[config.mk]
export PLATFORM = sky130hd
export DESIGN_NAME = tone_note_sequencer
export DESIGN_NICKNAME = d
export VERILOG_FILES = /design/src/hw/rtl/tns_pkg.sv /design/src/hw/rtl/tns_note_fifo.sv /design/src/hw/rtl/tns_datapath.sv /design/src/hw/rtl/tns_ctrl.sv /design/src/hw/rtl/tone_note_sequencer.sv
export SDC_FILE = /design/constraint.sdc
export NUM_CORES = 2
export LEC_CHECK = 0
export ABC_AREA = 1
export BUFFER_PORTS_ARGS = -buffer_cell sky130_fd_sc_hd__buf_2
export CAP_MARGIN = 20
export CELL_PAD_IN_SITES_DETAIL_PLACEMENT = 0
export CELL_PAD_IN_SITES_GLOBAL_PLACEMENT = 1
export CORE_MARGIN = 10
export CORE_UTILIZATION = 55
export CTS_BUF_LIST = sky130_fd_sc_hd__clkbuf_8 sky130_fd_sc_hd__clkbuf_16
export DETAILED_ROUTE_END_ITERATION = 8
export GPL_ROUTABILITY_DRIVEN = 0
export GPL_TIMING_DRIVEN = 0
export PLACE_DENSITY_LB_ADDON = 0.1
export SETUP_SLACK_MARGIN = 0.1
export SYNTH_ARGS = -nofsm -noshare
export SYNTH_HDL_FRONTEND = slang
export SYNTH_SLANG_ARGS = --single-unit
[constraint.sdc]
create_clock -name aclk -period 9.9 [get_ports aclk]
set_clock_uncertainty 0.15 [all_clocks]
set_input_delay 0.99 -clock aclk [delete_from_list [all_inputs] [get_ports aclk]]
set_output_delay 0.99 -clock aclk [all_outputs]
set_load 0.02 [all_outputs]
[src/hw/rtl/tns_pkg.sv]
// Package for the tone note sequencer: sizes, register reset values,
// configuration register indexes and the controller/datapath interface structs.
// No dependencies; every other file of the block imports it.
package tns_pkg;

    // Note queue geometry.
    localparam int NOTE_DEPTH = 32;
    localparam int PTR_W      = (NOTE_DEPTH > 1) ? $clog2(NOTE_DEPTH) : 1;
    localparam int CNT_W      = $clog2(NOTE_DEPTH + 1);

    // Field widths.
    localparam int PITCH_W    = 8;
    localparam int UNITS_W    = 8;
    localparam int NOTE_W     = PITCH_W + 2 * UNITS_W;
    localparam int QUEUED_W   = 6;
    localparam int PERIOD_W   = 16;
    localparam int STEP_W     = 8;
    localparam int DSTEP_W    = 16;
    localparam int PRESCALE_W = 16;
    localparam int DUR_W      = UNITS_W + DSTEP_W;

    // Stream and configuration port widths.
    localparam int S_TDATA_W  = NOTE_W;
    localparam int S_TUSER_W  = 1;
    localparam int M_TDATA_W  = 16;
    localparam int CFG_IDX_W  = 8;
    localparam int CFG_DATA_W = 16;

    // Register reset values.
    localparam logic [PERIOD_W-1:0]   MIN_PERIOD_RST   = 16'd1600;
    localparam logic [STEP_W-1:0]     PERIOD_STEP_RST  = 8'd9;
    localparam logic [DSTEP_W-1:0]    DUR_STEP_RST     = 16'd1562;
    localparam logic [PRESCALE_W-1:0] DUR_PRESCALE_RST = 16'd1024;

    // Configuration register indexes.
    localparam logic [CFG_IDX_W-1:0] CFG_MIN_PERIOD   = 8'd0;
    localparam logic [CFG_IDX_W-1:0] CFG_PERIOD_STEP  = 8'd1;
    localparam logic [CFG_IDX_W-1:0] CFG_DUR_STEP     = 8'd2;
    localparam logic [CFG_IDX_W-1:0] CFG_DUR_PRESCALE = 8'd3;

    // Input item kind carried in s_tuser.
    localparam logic MODE_TICK = 1'b0;
    localparam logic MODE_ADD  = 1'b1;

    // Commands from the controller to the datapath.
    typedef struct packed {
        logic load_item;   // latch the accepted input transaction
        logic do_add;      // store the note if the queue has room
        logic rd_head;     // read the note at the queue head
        logic mul;         // form the period and tone duration products
        logic load_note;   // start the note and pop the queue
        logic tick;        // advance the timers by one base tick
        logic sil_load;    // load the silence duration
        logic load_out;    // capture the result into the output register
    } tns_cmd_t;

    // Status from the datapath to the controller.
    typedef struct packed {
        logic phase_idle;
        logic queue_empty;
        logic sil_start;
    } tns_status_t;

endpackage

[src/hw/rtl/tns_note_fifo.sv]
// Note queue: a first-in first-out memory of packed notes with head/tail
// pointers, a fill count and a registered read port. Depends on tns_pkg.
module tns_note_fifo (
    input  logic                        aclk,
    input  logic                        aresetn,
    input  logic                        wr_en,
    input  logic [tns_pkg::NOTE_W-1:0]  wr_data,
    input  logic                        rd_en,
    output logic [tns_pkg::NOTE_W-1:0]  rd_data,
    input  logic                        pop,
    output logic [tns_pkg::CNT_W-1:0]   count,
    output logic                        full,
    output logic                        empty
);
    import tns_pkg::*;

    localparam logic [PTR_W-1:0] LAST_PTR = PTR_W'(NOTE_DEPTH - 1);
    localparam logic [CNT_W-1:0] DEPTH_CNT = CNT_W'(NOTE_DEPTH);

    logic [NOTE_W-1:0] mem [NOTE_DEPTH];
    logic [NOTE_W-1:0] rd_data_reg;
    logic [PTR_W-1:0]  head_reg, head_next;
    logic [PTR_W-1:0]  tail_reg, tail_next;
    logic [CNT_W-1:0]  count_reg, count_next;

    // Pointer wrap and fill count update.
    always_comb begin
        head_next  = head_reg;
        tail_next  = tail_reg;
        count_next = count_reg;
        if (wr_en) begin
            tail_next = (tail_reg == LAST_PTR) ? '0 : tail_reg + 1'b1;
        end
        if (pop) begin
            head_next = (head_reg == LAST_PTR) ? '0 : head_reg + 1'b1;
        end
        if (wr_en && !pop) begin
            count_next = count_reg + 1'b1;
        end else if (pop && !wr_en) begin
            count_next = count_reg - 1'b1;
        end
    end

    always_ff @(posedge aclk) begin
        if (!aresetn) begin
            head_reg  <= '0;
            tail_reg  <= '0;
            count_reg <= '0;
        end else begin
            head_reg  <= head_next;
            tail_reg  <= tail_next;
            count_reg <= count_next;
        end
    end

    // Storage with one write port and a registered read port.
    always_ff @(posedge aclk) begin
        if (wr_en) begin
            mem[tail_reg] <= wr_data;
        end
        if (rd_en) begin
            rd_data_reg <= mem[head_reg];
        end
    end

    assign rd_data = rd_data_reg;
    assign count   = count_reg;
    assign full    = (count_reg == DEPTH_CNT);
    assign empty   = (count_reg == '0);

endmodule

[src/hw/rtl/tns_datapath.sv]
// Datapath of the tone note sequencer: configuration registers, note queue,
// tone and duration timers, pin level and the result register.
// Depends on tns_pkg and tns_note_fifo.
module tns_datapath (
    input  logic                            aclk,
    input  logic                            aresetn,
    input  tns_pkg::tns_cmd_t               cmd,
    output tns_pkg::tns_status_t            status,
    input  logic [tns_pkg::S_TDATA_W-1:0]   s_tdata,
    input  logic                            cfg_wr,
    input  logic [tns_pkg::CFG_IDX_W-1:0]   cfg_index,
    input  logic [tns_pkg::CFG_DATA_W-1:0]  cfg_data,
    output logic [tns_pkg::M_TDATA_W-1:0]   out_data
);
    import tns_pkg::*;

    typedef enum logic [1:0] {
        PH_IDLE,
        PH_TONE,
        PH_SILENCE
    } phase_t;

    localparam logic [PERIOD_W:0] PERIOD_MAX = {1'b0, {PERIOD_W{1'b1}}};

    // Configuration registers.
    logic [PERIOD_W-1:0]   min_period_reg;
    logic [STEP_W-1:0]     period_step_reg;
    logic [DSTEP_W-1:0]    dur_step_reg;
    logic [PRESCALE_W-1:0] dur_prescale_reg;

    // Item, product and timer registers.
    logic [NOTE_W-1:0]     item_reg;
    logic                  acc_reg;
    logic [PERIOD_W-1:0]   hp_prod_reg;
    logic [DUR_W-1:0]      dur_prod_reg;
    phase_t                phase_reg;
    logic [PERIOD_W-1:0]   half_period_reg;
    logic [PERIOD_W-1:0]   pitch_cnt_reg;
    logic [PRESCALE_W-1:0] prescale_cnt_reg;
    logic [DUR_W-1:0]      dur_cnt_reg;
    logic [UNITS_W-1:0]    pending_reg;
    logic                  pin_reg;
    logic [M_TDATA_W-1:0]  out_data_reg;

    // Queue signals.
    logic [NOTE_W-1:0] head_note;
    logic [CNT_W-1:0]  queue_count;
    logic              queue_full;
    logic              queue_empty;
    logic              fifo_wr;

    // Timer step signals.
    logic [PERIOD_W:0]     hp_sum;
    logic [PERIOD_W-1:0]   hp_sat;
    logic [PERIOD_W:0]     pitch_inc;
    logic                  toggle;
    logic [PRESCALE_W-1:0] prescale_eff;
    logic [PRESCALE_W:0]   prescale_inc;
    logic                  prescale_wrap;
    logic                  dur_end;
    logic                  sil_start;
    logic                  busy;

    assign fifo_wr = cmd.do_add && !queue_full;

    tns_note_fifo u_note_fifo (
        .aclk    (aclk),
        .aresetn (aresetn),
        .wr_en   (fifo_wr),
        .wr_data (item_reg),
        .rd_en   (cmd.rd_head),
        .rd_data (head_note),
        .pop     (cmd.load_note),
        .count   (queue_count),
        .full    (queue_full),
        .empty   (queue_empty)
    );

    // Configuration writes; unknown indexes are ignored.
    always_ff @(posedge aclk) begin
        if (!aresetn) begin
            min_period_reg   <= MIN_PERIOD_RST;
            period_step_reg  <= PERIOD_STEP_RST;
            dur_step_reg     <= DUR_STEP_RST;
            dur_prescale_reg <= DUR_PRESCALE_RST;
        end else if (cfg_wr) begin
            case (cfg_index)
                CFG_MIN_PERIOD:   min_period_reg   <= cfg_data[PERIOD_W-1:0];
                CFG_PERIOD_STEP:  period_step_reg  <= cfg_data[STEP_W-1:0];
                CFG_DUR_STEP:     dur_step_reg     <= cfg_data[DSTEP_W-1:0];
                CFG_DUR_PRESCALE: dur_prescale_reg <= cfg_data[PRESCALE_W-1:0];
                default: ;
            endcase
        end
    end

    // Half period with saturation, and one base tick of the timers.
    always_comb begin
        hp_sum        = {1'b0, min_period_reg} + {1'b0, hp_prod_reg} + 1'b1;
        hp_sat        = (hp_sum > PERIOD_MAX) ? PERIOD_MAX[PERIOD_W-1:0]
                                              : hp_sum[PERIOD_W-1:0];
        pitch_inc     = {1'b0, pitch_cnt_reg} + 1'b1;
        toggle        = (phase_reg == PH_TONE) && (pitch_inc >= {1'b0, half_period_reg});
        prescale_eff  = (dur_prescale_reg == '0) ? PRESCALE_W'(1) : dur_prescale_reg;
        prescale_inc  = {1'b0, prescale_cnt_reg} + 1'b1;
        prescale_wrap = (prescale_inc >= {1'b0, prescale_eff});
        dur_end       = prescale_wrap && (dur_cnt_reg == '0);
        sil_start     = dur_end && (phase_reg == PH_TONE) && (pending_reg != '0);
        busy          = (phase_reg != PH_IDLE);
    end

    // Item latch, accept flag and multiplier stage.
    always_ff @(posedge aclk) begin
        if (cmd.load_item) begin
            item_reg <= s_tdata;
            acc_reg  <= 1'b0;
        end
        if (cmd.do_add) begin
            acc_reg <= !queue_full;
        end
        if (cmd.mul) begin
            hp_prod_reg  <= period_step_reg * head_note[PITCH_W-1:0];
            dur_prod_reg <= head_note[PITCH_W +: UNITS_W] * dur_step_reg;
        end
    end

    // Note timers and pin level.
    always_ff @(posedge aclk) begin
        if (!aresetn) begin
            phase_reg        <= PH_IDLE;
            half_period_reg  <= '0;
            pitch_cnt_reg    <= '0;
            prescale_cnt_reg <= '0;
            dur_cnt_reg      <= '0;
            pending_reg      <= '0;
            pin_reg          <= 1'b0;
        end else begin
            if (cmd.load_note) begin
                half_period_reg  <= hp_sat;
                dur_cnt_reg      <= dur_prod_reg;
                pending_reg      <= head_note[PITCH_W+UNITS_W +: UNITS_W];
                pitch_cnt_reg    <= '0;
                prescale_cnt_reg <= '0;
                phase_reg        <= PH_TONE;
            end
            if (cmd.tick) begin
                if (dur_end) begin
                    // The phase is over: the pin goes low even if a toggle was due.
                    pin_reg       <= 1'b0;
                    pitch_cnt_reg <= '0;
                    if (sil_start) begin
                        phase_reg <= PH_SILENCE;
                    end else begin
                        pending_reg <= '0;
                        phase_reg   <= PH_IDLE;
                    end
                end else if (phase_reg == PH_TONE) begin
                    pitch_cnt_reg <= toggle ? '0 : pitch_inc[PERIOD_W-1:0];
                    if (toggle) begin
                        pin_reg <= !pin_reg;
                    end
                end
                if (!prescale_wrap) begin
                    prescale_cnt_reg <= prescale_inc[PRESCALE_W-1:0];
                end else begin
                    prescale_cnt_reg <= '0;
                    if (dur_cnt_reg != '0) begin
                        dur_cnt_reg <= dur_cnt_reg - 1'b1;
                    end
                end
            end
            if (cmd.sil_load) begin
                dur_cnt_reg <= pending_reg * dur_step_reg;
                pending_reg <= '0;
            end
        end
    end

    // Result register: pin, busy, accepted, queued notes from the low bit up.
    always_ff @(posedge aclk) begin
        if (cmd.load_out) begin
            out_data_reg <= M_TDATA_W'({QUEUED_W'(queue_count), acc_reg, busy, pin_reg});
        end
    end

    assign out_data           = out_data_reg;
    assign status.phase_idle  = !busy;
    assign status.queue_empty = queue_empty;
    assign status.sil_start   = sil_start;

endmodule

[src/hw/rtl/tns_ctrl.sv]
// Controller of the tone note sequencer: sequences each input transaction
// through the datapath and owns both stream handshakes. Depends on tns_pkg.
module tns_ctrl (
    input  logic                 aclk,
    input  logic                 aresetn,
    input  logic                 s_tvalid,
    output logic                 s_tready,
    input  logic                 item_mode,
    output logic                 m_tvalid,
    input  logic                 m_tready,
    input  tns_pkg::tns_status_t status,
    output tns_pkg::tns_cmd_t    cmd
);
    import tns_pkg::*;

    typedef enum logic [2:0] {
        S_IN,
        S_ADD,
        S_RD,
        S_MUL,
        S_LOAD,
        S_TICK,
        S_SIL,
        S_OUT
    } state_t;

    state_t state_reg, state_next;
    logic   m_tvalid_reg, m_tvalid_next;
    logic   in_fire;
    logic   out_free;

    assign in_fire  = (state_reg == S_IN) && s_tvalid;
    assign out_free = !m_tvalid_reg || m_tready;

    // Commands decoded from the current state.
    always_comb begin
        cmd           = '0;
        cmd.load_item = in_fire;
        cmd.do_add    = (state_reg == S_ADD);
        cmd.rd_head   = (state_reg == S_RD);
        cmd.mul       = (state_reg == S_MUL);
        cmd.load_note = (state_reg == S_LOAD);
        cmd.tick      = (state_reg == S_TICK);
        cmd.sil_load  = (state_reg == S_SIL);
        cmd.load_out  = (state_reg == S_OUT) && out_free;
    end

    // Next state and output valid.
    always_comb begin
        state_next    = state_reg;
        m_tvalid_next = m_tvalid_reg;
        if (m_tvalid_reg && m_tready) begin
            m_tvalid_next = 1'b0;
        end
        case (state_reg)
            S_IN: begin
                if (s_tvalid) begin
                    if (item_mode == MODE_ADD) begin
                        state_next = S_ADD;
                    end else if (!status.phase_idle) begin
                        state_next = S_TICK;
                    end else if (!status.queue_empty) begin
                        state_next = S_RD;
                    end else begin
                        state_next = S_OUT;
                    end
                end
            end
            S_ADD:  state_next = S_OUT;
            S_RD:   state_next = S_MUL;
            S_MUL:  state_next = S_LOAD;
            S_LOAD: state_next = S_OUT;
            S_TICK: state_next = status.sil_start ? S_SIL : S_OUT;
            S_SIL:  state_next = S_OUT;
            S_OUT: begin
                if (out_free) begin
                    m_tvalid_next = 1'b1;
                    state_next    = S_IN;
                end
            end
            default: state_next = S_IN;
        endcase
    end

    always_ff @(posedge aclk) begin
        if (!aresetn) begin
            state_reg    <= S_IN;
            m_tvalid_reg <= 1'b0;
        end else begin
            state_reg    <= state_next;
            m_tvalid_reg <= m_tvalid_next;
        end
    end

    assign s_tready = (state_reg == S_IN);
    assign m_tvalid = m_tvalid_reg;

endmodule

[src/hw/rtl/tone_note_sequencer.sv]
// Tone note sequencer: square-wave buzzer driver fed from a queue of notes.
// Input stream: s_tuser selects the item kind (0 = one base tick, 1 = add a
// note); s_tdata carries the note (pitch code, tone units, silence units).
// Every input transaction yields exactly one result transaction on m_tdata:
// pin level, busy flag, accepted flag and the number of queued notes.
// An add stores the note whole when the queue has room, otherwise it is
// refused. A tick advances the tone and duration timers; a tick in idle with
// a note queued starts that note.
// The result is registered in state S_OUT, reached directly for a tick that
// finds nothing to play, via S_ADD for an add, S_TICK for a playing tick,
// S_TICK and S_SIL when a tone turns into a silence, and S_RD (queue read),
// S_MUL and S_LOAD when a note starts; the next item is taken after S_OUT.
// The result register holds while m_tready is low; the next item is then
// processed up to the point where it waits for that register to free up.
// Configuration writes on cfg_valid/cfg_index/cfg_data are always taken and
// must be made only while the block is idle.
// Reset (aresetn low, synchronous) empties the queue, stops any note, drives
// the pin low and restores the register defaults.
// Depends on tns_pkg, tns_ctrl, tns_datapath and tns_note_fifo.
module tone_note_sequencer (
    input  logic                            aclk,
    input  logic                            aresetn,
    // Input stream.
    input  logic                            s_tvalid,
    output logic                            s_tready,
    // s_tdata: pitch_code[7:0], tone_units[15:8], silence_units[23:16].
    input  logic [tns_pkg::S_TDATA_W-1:0]   s_tdata,
    // s_tuser: mode[0].
    input  logic [tns_pkg::S_TUSER_W-1:0]   s_tuser,
    // Result stream.
    output logic                            m_tvalid,
    input  logic                            m_tready,
    // m_tdata: buzzer_level[0], busy_res[1], accepted[2], queued_notes[8:3], zero[15:9].
    output logic [tns_pkg::M_TDATA_W-1:0]   m_tdata,
    // Configuration write channel.
    input  logic                            cfg_valid,
    output logic                            cfg_ready,
    input  logic [tns_pkg::CFG_IDX_W-1:0]   cfg_index,
    input  logic [tns_pkg::CFG_DATA_W-1:0]  cfg_data
);
    import tns_pkg::*;

    tns_cmd_t    cmd;
    tns_status_t status;
    logic        cfg_wr;

    // Register writes complete in the cycle they are presented.
    assign cfg_ready = 1'b1;
    assign cfg_wr    = cfg_valid && cfg_ready;

    tns_ctrl u_ctrl (
        .aclk      (aclk),
        .aresetn   (aresetn),
        .s_tvalid  (s_tvalid),
        .s_tready  (s_tready),
        .item_mode (s_tuser[0]),
        .m_tvalid  (m_tvalid),
        .m_tready  (m_tready),
        .status    (status),
        .cmd       (cmd)
    );

    tns_datapath u_datapath (
        .aclk      (aclk),
        .aresetn   (aresetn),
        .cmd       (cmd),
        .status    (status),
        .s_tdata   (s_tdata),
        .cfg_wr    (cfg_wr),
        .cfg_index (cfg_index),
        .cfg_data  (cfg_data),
        .out_data  (m_tdata)
    );

endmodule
# Word-level counts from Yosys, hierarchy flattened
# Memories as Yosys holds them, arrays and structs flattened. A register that Yosys moved wholly into a read port is not among the register bits.
# Cells that the tools add are included.
[classes]
bitwise_logic = 1
n_reduce_logical = 37
order_cmp = 3
n_addsub = 9
muxes = 44
n_eq_ne = 16
multipliers = 3
[op_table]
columns = ["operator", "count"]
rows = [
  ["$mux 16", 10],
  ["$mux 24", 5],
  ["$mul 8x16->24", 2],
  ["$add 16x1->17 const B", 2],
  ["$ge 17x16->1", 2],
  ["$mux 8", 4],
  ["$logic_not 24->1", 1],
  ["$reduce_bool 24->1", 1],
  ["$sub 24x1->24 const B", 1],
  ["$pmux 3 s6", 1],
  ["$add 16x16->17", 1],
  ["$add 17x1->17 const B", 1],
  ["$gt 17x16->1 const B", 1],
  ["$eq 8x2->1 const B", 2],
  ["$logic_not 16->1", 1],
  ["$mul 8x8->16", 1],
  ["$mux 3", 5],
  ["$eq 3x3->1 const B", 4],
  ["$mux 6", 2],
  ["$reduce_bool 2->1", 6],
  ["$mux 1", 11],
  ["$add 5x1->5 const B", 2],
  ["$eq 5x5->1 const B", 2],
  ["$logic_and 1x1->1", 10],
  ["22 further kinds", 35],
]
[totals]
ff_bits = 233
elab_cells = 135
input_bits = 54
mem_count = 1
output_inout_bits = 19
ram_bits = 768
[mem_list]
columns = ["name", "depth", "word_bits", "read_ports", "rd_ports_with_merged_regs", "write_ports", "line", "text"]
rows = [
  ["u_datapath.u_note_fifo.mem", 32, 24, 1, 1, 1, "tns_note_fifo.sv:20", "logic [NOTE_W-1:0] mem [NOTE_DEPTH];"],
]

# Logic depth before layout (Yosys ltp)
[depth]
ltp_word = 9
mapped_depth = 24
mapped_depth_nobuf = 22

# Hierarchy
# From an unflattened synthesis, not the netlist that was laid out.
[unflattened]
hier_cells = 5792
area_unflattened_um2 = 54803.8
[modules_own_cells]
columns = ["mod", "n_inst", "cells_each", "seq_area_each_um2", "area_each_um2"]
rows = [
  ["tns_note_fifo", 1, 2816, 24103.1, 32836.5],
  ["tns_datapath", 1, 2926, 5004.8, 21645.8],
  ["tns_ctrl", 1, 48, 80.1, 310.3],
  ["tone_note_sequencer", 1, 2, 0.0, 11.3],
]

# Worst setup path before layout
# Ideal clock, no wire load.
[synth_timing]
kind = "register to register"
from = "register u_datapath.pending_reg[2]"
to = "register u_datapath.dur_cnt_reg[18]"
stages_incl_launch_ff = 21
period_less_slack_ps = 4595
slack_ps = 5305
required_time_ps = 9692
setup_time_ps = 58
path_buffers = 2
t_arrival_ps = 4387
cell_sequence = "dfxtp_1 clkbuf_1 buf_1 nand2_1 fa_1 fa_1 inv_1 fa_1 inv_1 fa_1 inv_1 ha_1 nand2_1 o21ai_0 nor2_1 o21ai_0 nand2_1 nand2_1 o21ai_0 a21o_1 nand2_1"
[synth_between]
elab_chain_cells = 2
[synth_rtl]
columns = ["item", "line", "text"]
rows = [
  ["start: declaration", "tns_datapath.sv:41", "logic [UNITS_W-1:0] pending_reg;"],
  ["start signal: assignment", "tns_datapath.sv:141", "pending_reg <= head_note[PITCH_W+UNITS_W +: UNITS_W];"],
  ["$mul 8x16->24", "tns_datapath.sv:173", "dur_cnt_reg <= pending_reg * dur_step_reg;"],
  ["$mux 24", "tns_datapath.sv:172", "if (cmd.sil_load) begin"],
  ["end signal: assignment", "tns_datapath.sv:140", "dur_cnt_reg <= dur_prod_reg;"],
  ["end signal: assignment", "tns_datapath.sv:168", "dur_cnt_reg <= dur_cnt_reg - 1'b1;"],
  ["end signal: assignment", "tns_datapath.sv:173", ""],
  ["end: declaration", "tns_datapath.sv:40", "logic [DUR_W-1:0] dur_cnt_reg;"],
]
# No other way between the ends.
# A chain may end at the register's enable or synchronous reset.

# Final worst setup path
[layout_timing]
from = "register u_datapath.dur_step_reg[4]"
to = "register u_datapath.dur_cnt_reg[18]"
[layout_between]
elab_chain_cells = 2
[layout_rtl]
columns = ["item", "line", "text"]
rows = [
  ["start: declaration", "tns_datapath.sv:28", "logic [DSTEP_W-1:0] dur_step_reg;"],
  ["start signal: assignment", "tns_datapath.sv:90", "CFG_DUR_STEP: dur_step_reg <= cfg_data[DSTEP_W-1:0];"],
  ["$mul 8x16->24", "tns_datapath.sv:173", ""],
  ["$mux 24", "tns_datapath.sv:172", ""],
]
# No other way between the ends.

==> impl_metrics.yaml <==
run_status:
  status: "finished, final reports clean"
synth:
  yosys-top-cells-area: "edfxtp_1 (49%), fa_1 (7.7%), dfxtp_1 (5.9%)"
  synthFlopType: "edfxtp_1"
  ys_seq_area_share_pct: 54.5
  netlist_area_mm2: 0.0536
  syn_inst: 5321
  netlist.area_leader.share_pct: 48.5
  synth_top_area_cell: "edfxtp_1"
  synth_edf_count: 866
  syn_avg_cell_area_um2: 10.1
  synth_common_cells: "edfxtp_1 (866), nand2_1 (747), inv_1 (716), nor2_1 (612), o21ai_0 (586)"
  ys_seq_elements: 1025
  yosysMostFrequentCell: "edfxtp_1"
  ys_warn_count: 0
  ys_types: 51
  async_flop_share_pct: 0
global_routing:
  use_met2_pct: 49.2
  grt_max_degree: 33
  grt_pass1_wl_um: 249000
  met3_usage_pct: 4.45
  grt_pass1_vias: 39700
  grt.total_usage_pct: 29.9
  use_met1_pct: 36.3
  antenna_found_initial: 0
  grt_overflow: 0
  busiest_layer: "met2"
run:
  drv_cap: 0
timing:
  report.final.slew_viol_count: 0
  relSlewSlack_pct: 22.3
  rsz0062_at_grt: "false"
  period_minus_slack_ns: 5.94
  worst_pin_slew_ns: 1.17
  tns_ns: 0
  finalCritPeriodShare_pct: 60.0
  setup_viol: 0
  max_freq_mhz: 168
  hold_viol_final: 0
clock_network:
  clk_path_buf_depth: 3
  post-cts-setup-buffers: 0
  numClockSinks: 1025
  numCtsBuffers: 107
  clk_pin_slew_ns: 0.06
  worst_skew_pair.late_latency_ns: 0.72
  post_cts_resized: 0
  ctsHtreeMaxLevel: 3
  cts_tree: "built"
  hold_buffers: 0
  cts-root-buf: "clkbuf_16"
pwr:
  p_sw_share_pct: 40.1
  p_int_mw: 9.55
  power_leakage_nw: 25.1
  p_comb_share_pct: 39.6
  seqPwrFrac_pct: 34.7
  p_switching_mw: 6.39
  p_clk_share_pct: 25.8
  totalPowerFinal_mw: 15.9
  cellPowerDensity_mw_per_mm2: 263
  vdd_ir_drop_max_v: 0.000200
finish:
  top_register: "u_datapath.u_note_fifo.mem"
  largest_reg_flops: 768
  fillers: 8032
  layout-drive-gt1-share_pct: 7.41
  nNetsFinal: 6008
  syn_to_final_growth_pct: 13.1
route:
  via_per_inst: 5.84
  drc_errors: 0
  wl_per_cell_um: 24.4
  antenna_left: 0
  dr.pass1.iters: 6
  drt-initial-drc-count: 4374
  dr_total_vias: 40400
  wirelength_um: 169000
setup_path:
  crit_buf_inv: 5
  path_depth: 20
  max_stage_delay_ns: 0.64
  arrival_ns: 6.36
  r2r_setup_slack_ns: 3.96
  worstPathRequired_ns: 10.32
  cp_cell_sequence: "clkbuf_1, clkbuf_1, nand2_1, fa_1, fa_1, inv_1, fa_1, inv_1, fa_1, inv_1, ha_1, a21oi_1, o21ai_0, nor2_1, o21ai_0, nand2_1, nand2_1, o21ai_0, a21o_1, nand2_1"
  crit_family: "adder cells"
  critPathKind: "reg -> reg"
  path_max_fanout: 10
  cp-start-kind: "flop"
  slowest_stage: "clkbuf_1"
  rr_worst_depth: 20
  crit_path_end_kind: "flop"
die:
  dieWidth_um: 332
  fp-row-count: 114
  die_area_mm2: 0.110
  core_mm2: 0.0967
  die_y_um: 332
  ioPinCount: 73
  initial_utilization_pct: 55.4
placement:
  hpwl_um: 121000
  io_buffers: 63
worst_hold_path:
  holdPathStages: 0
  worstHoldPathType: "reg -> reg"
-- worst paths after layout --
kind                                           startpoint                                    end
setup reg to reg  u_datapath.dur_step_reg[4]$_SDFFE_PN1P_  u_datapath.dur_cnt_reg[18]$_SDFF_PN0_
hold reg to reg          u_datapath.acc_reg$_SDFFCE_PN0P_       u_datapath.out_data[2]$_DFFE_PP_
setup / recovery  u_datapath.dur_step_reg[4]$_SDFFE_PN1P_  u_datapath.dur_cnt_reg[18]$_SDFF_PN0_
hold / removal           u_datapath.acc_reg$_SDFFCE_PN0P_       u_datapath.out_data[2]$_DFFE_PP_
-- through the flow --
stage	hold slack, ns	setup WS (ns)	cells	utilization, %	cell area (um2)
floorplan	0.250	5.30	5327	-	53600
global placement	0.281	4.04	6666	57.4	55500
detailed placement	0.278	4.06	6722	58.8	56900
CTS	0.264	4.04	6914	62.5	60400
global route	0.273	3.60	6920	62.6	60600
finish	0.290	3.96	6922	62.6	60600
-- placed cells by master (no fill, tap or decap), types with 62 or more instances in the layout --
master / count
a21oi_1: 208
buf_2: 109
clkbuf_1: 235
clkbuf_16: 109
dfxtp_1: 159
edfxtp_1: 866
fa_1: 206
ha_1: 187
inv_1: 729
nand2_1: 747
nand3_1: 164
nand4_1: 62
nor2_1: 581
o21ai_0: 586
o221ai_1: 99
o22ai_1: 97
xor2_1: 63
-- cells by family after synthesis --
family | after synthesis | synth area share [%]
buf+inv | 1040 | 7.58
compound gates | 1108 | 11.6
flops | 1025 | 54.5
fa+ha+maj | 393 | 12.1
other cells | 2 | 0.0140
mux | 2 | 0.0374
xor+xnor | 89 | 1.48
simple gates | 1662 | 12.7
-- power groups by stage --
stage / Sequential, mW / Combinational, mW / Clock (mW)
after floorplan: 5.54 / 3.81 / 0
after CTS: 5.55 / 6.18 / 4.13
after detailed placement: 5.64 / 6.15 / 0
after global routing: 5.55 / 6.89 / 4.30
after global placement: 5.75 / 5.84 / 0
final: 5.53 / 6.31 / 4.11
-- cell type report --
| class | count | area (um2) | area share (%) |
|---|---|---|---|
| Buffer | 314 | 1330 | 2.20 |
| Clock inverter | 83 | 830 | 1.37 |
| Timing Repair Buffer | 125 | 1570 | 2.59 |
| Inverter | 726 | 2730 | 4.50 |
| Clock buffer | 109 | 2730 | 4.50 |
| Sequential cell | 1025 | 29200 | 48.2 |
| Multi-Input combinational cell | 3262 | 20600 | 34.0 |
| Antenna cell | 2 | 5.00 | 0.00826 |
| Tap cell | 1276 | 1600 | 2.64 |
-- layer usage --
metal,part of all wire [%],vias to the layer above
met1,37,19600
met4,7.5,0
met3,7.9,430
met5,0,-
li1,-,18500
met2,47,1908
Power figures use the tool's default switching activity.
